## config.mk

```make
export PLATFORM = sky130hd
export DESIGN_NAME = hamming_encoder_variable_length_top
export DESIGN_NICKNAME = d
export VERILOG_FILES = /design/src/rtl/hme_pkg.sv /design/src/rtl/hme_encode.sv /design/src/rtl/hamming_encoder_variable_length_top.sv
export SDC_FILE = /design/constraint.sdc
export NUM_CORES = 1
export LEC_CHECK = 0
export BUFFER_PORTS_ARGS = -buffer_cell sky130_fd_sc_hd__buf_2
export CORE_MARGIN = 2
export CORE_UTILIZATION = 30
export DETAILED_ROUTE_END_ITERATION = 7
export GPL_ROUTABILITY_DRIVEN = 0
export GPL_TIMING_DRIVEN = 0
export PLACE_DENSITY = 0.56
export SLEW_MARGIN = 15
export SYNTH_ARGS = -nofsm -noshare
export SYNTH_HDL_FRONTEND = slang
export SYNTH_SLANG_ARGS = --single-unit
```

## constraint.sdc

```tcl
create_clock -name clock -period 8.7 [get_ports clock]
set_input_delay 0.87 -clock clock [delete_from_list [all_inputs] [get_ports clock]]
set_output_delay 0.87 -clock clock [all_outputs]
set_load 0.01 [all_outputs]
```

## src/rtl/hme_pkg.sv

```systemverilog
package hme_pkg;

   localparam int DATA_W           = 57;
   localparam int LEN_W            = 6;
   localparam int CODE_W           = 63;
   localparam int PAR_W            = 6;
   localparam int CNT_W            = 3;
   localparam int DATA_MAX_DEFAULT = 57;

   // Request word: message and its length
   typedef struct packed {
      logic [DATA_W-1:0] data_word;
      logic [LEN_W-1:0]  data_bits;
   } req_type;

   // Response word: codeword and its length
   typedef struct packed {
      logic [CODE_W-1:0] codeword;
      logic [LEN_W-1:0]  code_length;
   } rsp_type;

   // Codeword bit index that carries data bit k (skips power-of-two positions)
   function automatic logic [LEN_W-1:0] data_pos(input int k);
      int               cnt;
      logic [LEN_W-1:0] res;
      cnt = 0;
      res = '0;
      for (int pos = 1; pos <= CODE_W; pos++) begin
         if ((pos & (pos - 1)) != 0) begin
            if (cnt == k) res = LEN_W'(pos - 1);
            cnt++;
         end
      end
      return res;
   endfunction

   // Codeword bits covered by check bit j
   function automatic logic [CODE_W-1:0] cover_mask(input int j);
      logic [CODE_W-1:0] res;
      res = '0;
      for (int i = 0; i < CODE_W; i++) begin
         res[i] = (((i + 1) >> j) & 1) != 0;
      end
      return res;
   endfunction

   // Least p with 2^p >= p + m + 1, for m in 1..57
   function automatic logic [CNT_W-1:0] check_count(input logic [LEN_W-1:0] m);
      logic [CNT_W-1:0] res;
      if (m <= LEN_W'(1))       res = CNT_W'(2);
      else if (m <= LEN_W'(4))  res = CNT_W'(3);
      else if (m <= LEN_W'(11)) res = CNT_W'(4);
      else if (m <= LEN_W'(26)) res = CNT_W'(5);
      else                      res = CNT_W'(6);
      return res;
   endfunction

endpackage

```

## src/rtl/hme_encode.sv

```systemverilog
module hme_encode #(
   parameter int DATA_MAX = hme_pkg::DATA_MAX_DEFAULT
) (
   input  hme_pkg::req_type req,
   input  logic             even_parity,
   output hme_pkg::rsp_type rsp
);
   import hme_pkg::*;

   localparam logic [LEN_W-1:0] MaxLen = LEN_W'(DATA_MAX);

   logic [LEN_W-1:0]  m_len;
   logic [CNT_W-1:0]  p_cnt;
   logic [CODE_W-1:0] scatter;
   logic [CODE_W-1:0] code;
   logic              par;

   // clamp the length into 1..DATA_MAX
   always_comb begin
      if (req.data_bits == '0)       m_len = LEN_W'(1);
      else if (req.data_bits > MaxLen) m_len = MaxLen;
      else                           m_len = req.data_bits;
   end

   assign p_cnt = check_count(m_len);

   // place masked data bits at the non-power-of-two positions
   always_comb begin
      scatter = '0;
      for (int k = 0; k < DATA_W; k++) begin
         scatter[data_pos(k)] = req.data_word[k] & (LEN_W'(k) < m_len);
      end
   end

   // check bits: one XOR tree each, only the first p are used
   always_comb begin
      code = scatter;
      par  = 1'b0;
      for (int j = 0; j < PAR_W; j++) begin
         par = (^(scatter & cover_mask(j))) ^ ~even_parity;
         if (CNT_W'(j) < p_cnt) code[LEN_W'((1 << j) - 1)] = par;
      end
   end

   assign rsp.codeword    = code;
   assign rsp.code_length = m_len + {{(LEN_W-CNT_W){1'b0}}, p_cnt};

endmodule

```

## src/rtl/hamming_encoder_variable_length_top.sv

```systemverilog
// Channel   | Ports                       | Handshake
// ----------+-----------------------------+------------------------------------
// request   | start, busy, req_word       | taken when start high and busy low
// response  | rsp_strobe, rsp_word        | one-cycle strobe, no back-pressure
// control   | csr_write, csr_data         | even_parity written when csr_write
//
// Datapath: input register, XOR trees, result register.
// A word is taken every cycle; busy is always low.
// Synchronous reset clears the valid flags and sets even parity.
// The receiver cannot stall, so nothing is held back at the output.
module hamming_encoder_variable_length_top #(
   parameter int DATA_MAX = hme_pkg::DATA_MAX_DEFAULT
) (
   input  logic             clock,
   input  logic             reset,
   input  logic             start,
   output logic             busy,
   input  hme_pkg::req_type req_word,
   output logic             rsp_strobe,
   output hme_pkg::rsp_type rsp_word,
   input  logic             csr_write,
   input  logic             csr_data
);
   import hme_pkg::*;

   req_type req_ff;
   logic    req_valid_ff, req_valid_in;
   rsp_type rsp_ff, rsp_in;
   logic    rsp_strobe_ff;
   logic    even_parity_ff, even_parity_in;

   assign busy         = 1'b0;
   assign req_valid_in = start & ~busy;
   assign even_parity_in = csr_write ? csr_data : even_parity_ff;

   // parity mode register
   always_ff @(posedge clock) begin
      if (reset) begin
         even_parity_ff <= 1'b1;
      end else begin
         even_parity_ff <= even_parity_in;
      end
   end

   // input stage
   always_ff @(posedge clock) begin
      if (reset) begin
         req_valid_ff <= 1'b0;
      end else begin
         req_valid_ff <= req_valid_in;
      end
      if (req_valid_in) req_ff <= req_word;
   end

   hme_encode #(
      .DATA_MAX(DATA_MAX)
   ) u_encode (
      .req         (req_ff),
      .even_parity (even_parity_ff),
      .rsp         (rsp_in)
   );

   // result stage
   always_ff @(posedge clock) begin
      if (reset) begin
         rsp_strobe_ff <= 1'b0;
      end else begin
         rsp_strobe_ff <= req_valid_ff;
      end
      if (req_valid_ff) rsp_ff <= rsp_in;
   end

   assign rsp_strobe = rsp_strobe_ff;
   assign rsp_word   = rsp_ff;

endmodule

```

After elaboration in Yosys (flattened, before gate mapping)
Index checks and enable logic that the tools add are counted.
Operators by class
  magnitude comparators: 68
  bitwise operators: 64
  add/subtract/negate cells: 1
  muxes and demuxes: 6
  reductions and logical operators: 7
Operators by type and width (number)
  parity 63 bit: 6
  < comparator 6 bit (first input constant): 25
  < comparator 5 x 6 -> 1 bit (first input constant): 16
  bitwise AND 1 bit: 57
  < comparator 4 x 6 -> 1 bit (first input constant): 8
  < comparator 3 x 6 -> 1 bit (first input constant): 4
  < comparator 1 x 6 -> 1 bit (first input constant): 2
  < comparator 2 x 6 -> 1 bit (first input constant): 2
  two-way mux 6 bit: 2
  adder 6 x 3 -> 6 bit: 1
  > comparator 6 bit (second input constant): 1
  <= comparator 6 x 1 -> 1 bit (second input constant): 1
  <= comparator 6 x 3 -> 1 bit (second input constant): 1
  <= comparator 6 x 4 -> 1 bit (second input constant): 1
  <= comparator 6 x 5 -> 1 bit (second input constant): 1
  zero test 6 bit: 1
  < comparator 1 x 3 -> 1 bit (first input constant): 2
  < comparator 2 x 3 -> 1 bit (first input constant): 2
  < comparator 3 bit (first input constant): 2
  two-way mux 3 bit: 2
  XOR 1 bit: 6
  two-way mux 2 bit: 2
  NOT 1 bit: 1
Storage, ports and cells
  logic and storage cells: 159
  flip-flop bits (word level): 135
  output and inout bits: 71

Depth between registers and ports, before layout
  depth in word-level cells: 9
  depth in mapped cells: 15
  gate-level depth less buffers: 11

Modules after synthesis
A second synthesis with hierarchy kept.
Second synthesis, totals
  cell total of the unflattened synthesis: 573
  area, all modules: 7056.8 um2
By module, submodules not included
  hamming_encoder_variable_length_top: times used 1, area an instance 4062.6 um2, cells an instance 141
  hme_encode: times used 1, area an instance 2994.1 um2, cells an instance 432

Worst setup path after synthesis
No wires, ideal clock.
  path kind: reg-to-reg
  start point: reg req_ff[1] in the netlist's numbering
  end point: reg rsp_ff, in the netlist rsp_word[21] (data pin)
  period minus slack after synthesis: 2.767 ns
  setup time: 0.265 ns
  arrival: 2.502 ns
  setup slack: 5.933 ns
  cell stages (with the launch flop): 9
  path buffers: 0
  cell sequence: edfxtp_1 -> or4_4 -> nand2_1 -> xor2_1 -> a211oi_2 -> xnor3_1 -> xnor3_1 -> xnor3_1 -> a21oi_1
Between the ends
  longest elaborated chain between the ends: 9
  elaborated cells on any way between the ends: 77
  classes of those cells: order compare (37); mux (6); bitwise (32); reduce/logical (2)
RTL lines
  start, declared: line hamming_encoder_variable_length_top.sv:26  | req_type req_ff;
  start signal, assigned: line hamming_encoder_variable_length_top.sv:52  | if (req_valid_in) req_ff <= req_word;
  > comparator 6 bit: line hme_encode.sv:21  | else if (req.data_bits > MaxLen) m_len = MaxLen;
  two-way mux 6 bit: line hme_encode.sv:21
  two-way mux 6 bit *: line hme_encode.sv:20  | if (req.data_bits == '0) m_len = LEN_W'(1);
  <= comparator 6 x 5 -> 1 bit: line hme_pkg.sv:53  | else if (m <= LEN_W'(26)) res = CNT_W'(5);
  two-way mux 2 bit: line hme_pkg.sv:53
  two-way mux 2 bit: line hme_pkg.sv:52  | else if (m <= LEN_W'(11)) res = CNT_W'(4);
  two-way mux 3 bit: line hme_pkg.sv:51  | else if (m <= LEN_W'(4)) res = CNT_W'(3);
  two-way mux 3 bit: line hme_pkg.sv:50  | if (m <= LEN_W'(1)) res = CNT_W'(2);
  < comparator 3 bit: line hme_encode.sv:41  | if (CNT_W'(j) < p_cnt) code[LEN_W'((1 << j) - 1)] = par;
  end signal, assigned: line hamming_encoder_variable_length_top.sv:70  | if (req_valid_ff) rsp_ff <= rsp_in;
  end, declared: line hamming_encoder_variable_length_top.sv:28  | rsp_type rsp_ff, rsp_in;
Mark *: on every way between the ends. The rest lies on a longest branch, timed or not.
A chain may end at the register's enable or synchronous reset.

Worst setup path after layout
  start point: reg req_ff[2] in the netlist's numbering
  end point: reg rsp_ff, in the netlist rsp_word[21] (data pin)
Same word-level chain as after synthesis.

==> metrics.cfg <==
[layout]
insertedDiodeCount = 0
final_area_mm2 = 0.00866
finalNonFillerCells = 1025
post_layout_net_count = 769
growth_of_design_area_from_synthesis_to_finish_pct = 23.1
num-fill-cells = 2345
drive_above_1_share_pct = 29.7
final_core_utilization_pct = 37.2

[floorplan]
floorplan.core_area_mm2 = 0.0233
die_width_um = 157
placementRows = 56
die-height_um = 157
floorplan.initialDensity_pct = 30.2
die_area_mm2 = 0.0247
ioPinCount = 139

[synthesis]
post_synth_instance_area_mm2 = 0.00703
synth_cell_type_count = 75
synth_ff_type = edfxtp_1
count_of_flip_flops_with_a_built_in_enable_after_synthesis = 132
ys_ff_latch = 135
postSynthCellCount = 540
synth-async-reset-ratio_pct = 0
seq_area_frac_synth_pct = 57.2
synthDominantCellAreaShare_pct = 56.4
synth_nets = 611
syn_area_per_cell_um2 = 13.0
synthTopCellsByArea = edfxtp_1 (56%), xnor2_1 (7.5%), xnor3_1 (3.5%)
synth_warnings = 0
synth_area_leader_cell = edfxtp_1

[clocking]
cts_h_tree_depth = 4
cts-root-buf = clkbuf_16
tritoncts_clock_tree = done
total_number_of_clock_tree_sinks = 135
clockBufferDepth = 2
cts.reportedPaths.clkPinSlew_ns = 0.05
clk_latency_ns = 0.42
ctsResizeCount = 0
tritoncts_buffer_count = 17
postCtsSetupBuffers = 0
cts_hold_buf = 0

[pwr]
total_power_mw = 2.01
total_switching_power_mw = 0.567
power_leakage_nw = 3.22
power_switching_share_pct = 28.2
ir_worst_vdd_mv = 0.136
power.density_cell_area_mw_per_mm2 = 232
sequential_share_of_power_pct = 41.6
power_report.internal_total_mw = 1.44
power.clock.fraction_pct = 31.1
p_comb_share_pct = 27.3

[placement]
pre_cts_slack_ns = 5.29
portBuffers = 137
place.detailed.hpwl_um = 15500
placement.cell_area_mm2 = 0.00816
placed_cells = 998

[timing]
timing.slew.headroom_pct = 27.6
period_minus_ws_final_ns = 3.44
setup_viol = 0
rsz0062_at_grt = false
timing.final.crit_share_pct = 39.6
whs_ns = 0.615
worst_pin_slew_ns = 1.08
setup_slack_ns = 5.26
clock_skew_ns = 0.00712
totalNegativeSetupSlack_ns = 0
timing.final.hold_violations = 0
fmax_mhz = 291
drv_slew = 0

[hold_path]
whs_path_depth = 2
min_path_type = register to register
hold_start = req_ff[7]
hold_end = rsp_word[10]

[global_route]
globalRouteOverflowTotal = 0
globalRouteTotalUtil_pct = 17.0
antenna_found_initial = 0
first_global_vias = 4852
grt_max_degree = 40
first_pass_grt_wire_length_um = 30000

[drt]
drc_errors = 0
route.final.wire_length_um = 20700
ant_nets = 0
detailroute.via_count = 4905
initialDrtViolationCount = 371
via_per_inst = 4.79
dr.pass1.iters = 5
routed_wire_length_per_instance_um = 20.2

[worst_setup_path]
crit_path_max_fanout = 10
worstPathArrival_ns = 3.68
timing.setup.critical_path_class = register to register
crit_path_end_kind = register
reg2reg_slack_ns = 5.26
r2r_start = req_ff[2]
worstRegToRegCells = 9
critical_path_start_type = register
required_ns = 8.94
worstReg2RegEnd = rsp_word[21]

[outcome]
run_status = complete, no violations

[flow_run]
maxCapViolations = 0

-- cells by family after synthesis --
kind of cell / count (synthesis) / share of synthesized area [%]
flops: 135 / 57.2
simple gates: 135 / 10.1
fa+ha+maj: 4 / 0.783
buf+inv: 47 / 4.06
compound gates: 122 / 13.2
mux: 6 / 0.854
xor+xnor: 90 / 13.7
other cells: 1 / 0.0533
-- flip-flops by register name, summed over array words and instances, names as in the netlist --
name            count
rsp_word           69
req_ff             63
rsp_strobe          1
even_parity_ff      1
req_valid_ff        1
-- per-layer routing --
layer  track usage (%)  part of all wire [%]  up-vias
met4              7.01                   2.2        0
met1              23.7                    46     2361
met5                 0                     0        -
met3              3.61                   6.9       29
li1                  -                     -     2294
met2              25.8                    45      221
-- worst max-delay path, cell delays in order (launching register included) --
cell and delay [ns]:
edfxtp_1 0.38, buf_6 0.15, buf_6 0.14, nor4_1 0.81, o31ai_2 0.23, xor2_1 0.20
nor2_1 0.26, xnor3_1 0.51, xnor3_1 0.40, a21oi_1 0.19
-- placed cells by master, fill, tap and decap left out, types with 5 or more instances in the layout --
cell type / netlist / layout
o21ai_0: 21 / 21
a21oi_1: 23 / 23
and2_1: 11 / 11
nand2_1: 27 / 27
nand2b_1: 5 / 5
nor2b_1: 12 / 12
xor2_1: 17 / 17
a21boi_0: 9 / 9
o21a_1: 7 / 7
buf_4: 6 / 7
edfxtp_1: 132 / 132
clkbuf_16: 0 / 17
o211ai_1: 12 / 12
buf_2: 9 / 145
xnor2_1: 60 / 60
mux2i_1: 6 / 6
clkbuf_1: 11 / 12
xnor3_1: 11 / 11
and3_1: 6 / 6
nor3_1: 5 / 5
nand3_1: 7 / 7
nor2_1: 39 / 39
inv_1: 11 / 11
buf_6: 10 / 10
-- worst max path at each step --
stage	start	cells after the start	endpoint	slack, ns
CTS	req_ff[2]	9	rsp_word[21]	5.26
global route	req_ff[5]	8	rsp_word[21]	5.18
global placement	req_ff[2]	9	rsp_word[21]	5.27
floorplan	req_ff[1]	8	rsp_word[21]	5.93
detailed placement	req_ff[2]	9	rsp_word[21]	5.29
finish	req_ff[2]	9	rsp_word[21]	5.26
-- Yosys cell counts (3+ instances only) --
library cell,instances
nand2_1,27
inv_1,11
buf_6,10
a21oi_1,23
mux2i_1,6
nor3_1,5
nor2b_1,12
dfxtp_1,3
and3_1,6
buf_2,9
nor3b_1,3
nor2_1,39
o221ai_1,4
nand3_1,7
xnor2_1,60
o21ai_1,3
clkbuf_1,11
o21ai_2,3
o21a_1,7
nand2b_1,5
xnor3_1,11
xor2_1,17
o211ai_1,12
o21ai_0,21
o22ai_1,4
a211o_1,3
a31oi_1,3
or2_2,3
and2_1,11
buf_4,6
edfxtp_1,132
a21boi_0,9
-- cell type report --
| type | instances | area (um2) | share of cell area [%] |
|---|---|---|---|
| clock buffers | 18 | 429 | 4.96 |
| flip-flops and latches | 135 | 4030 | 46.5 |
| repair buffers | 139 | 728 | 8.41 |
| multi-input cells | 358 | 2720 | 31.5 |
| plain buffers | 36 | 244 | 2.82 |
| clock inverters | 9 | 65.1 | 0.751 |
| inverters | 11 | 41.3 | 0.477 |
| well taps | 319 | 399 | 4.61 |
-- power groups by stage --
stage	sequential, mW	clock, mW	combinational, mW
2_1_floorplan	0.862	0	0.361
3_3_place_gp	0.856	0	0.539
3_5_place_dp	0.850	0	0.548
4_1_cts	0.838	0.644	0.550
5_1_grt	0.844	0.673	0.585
6_report	0.837	0.625	0.548
(Power assumes the default switching activity.)
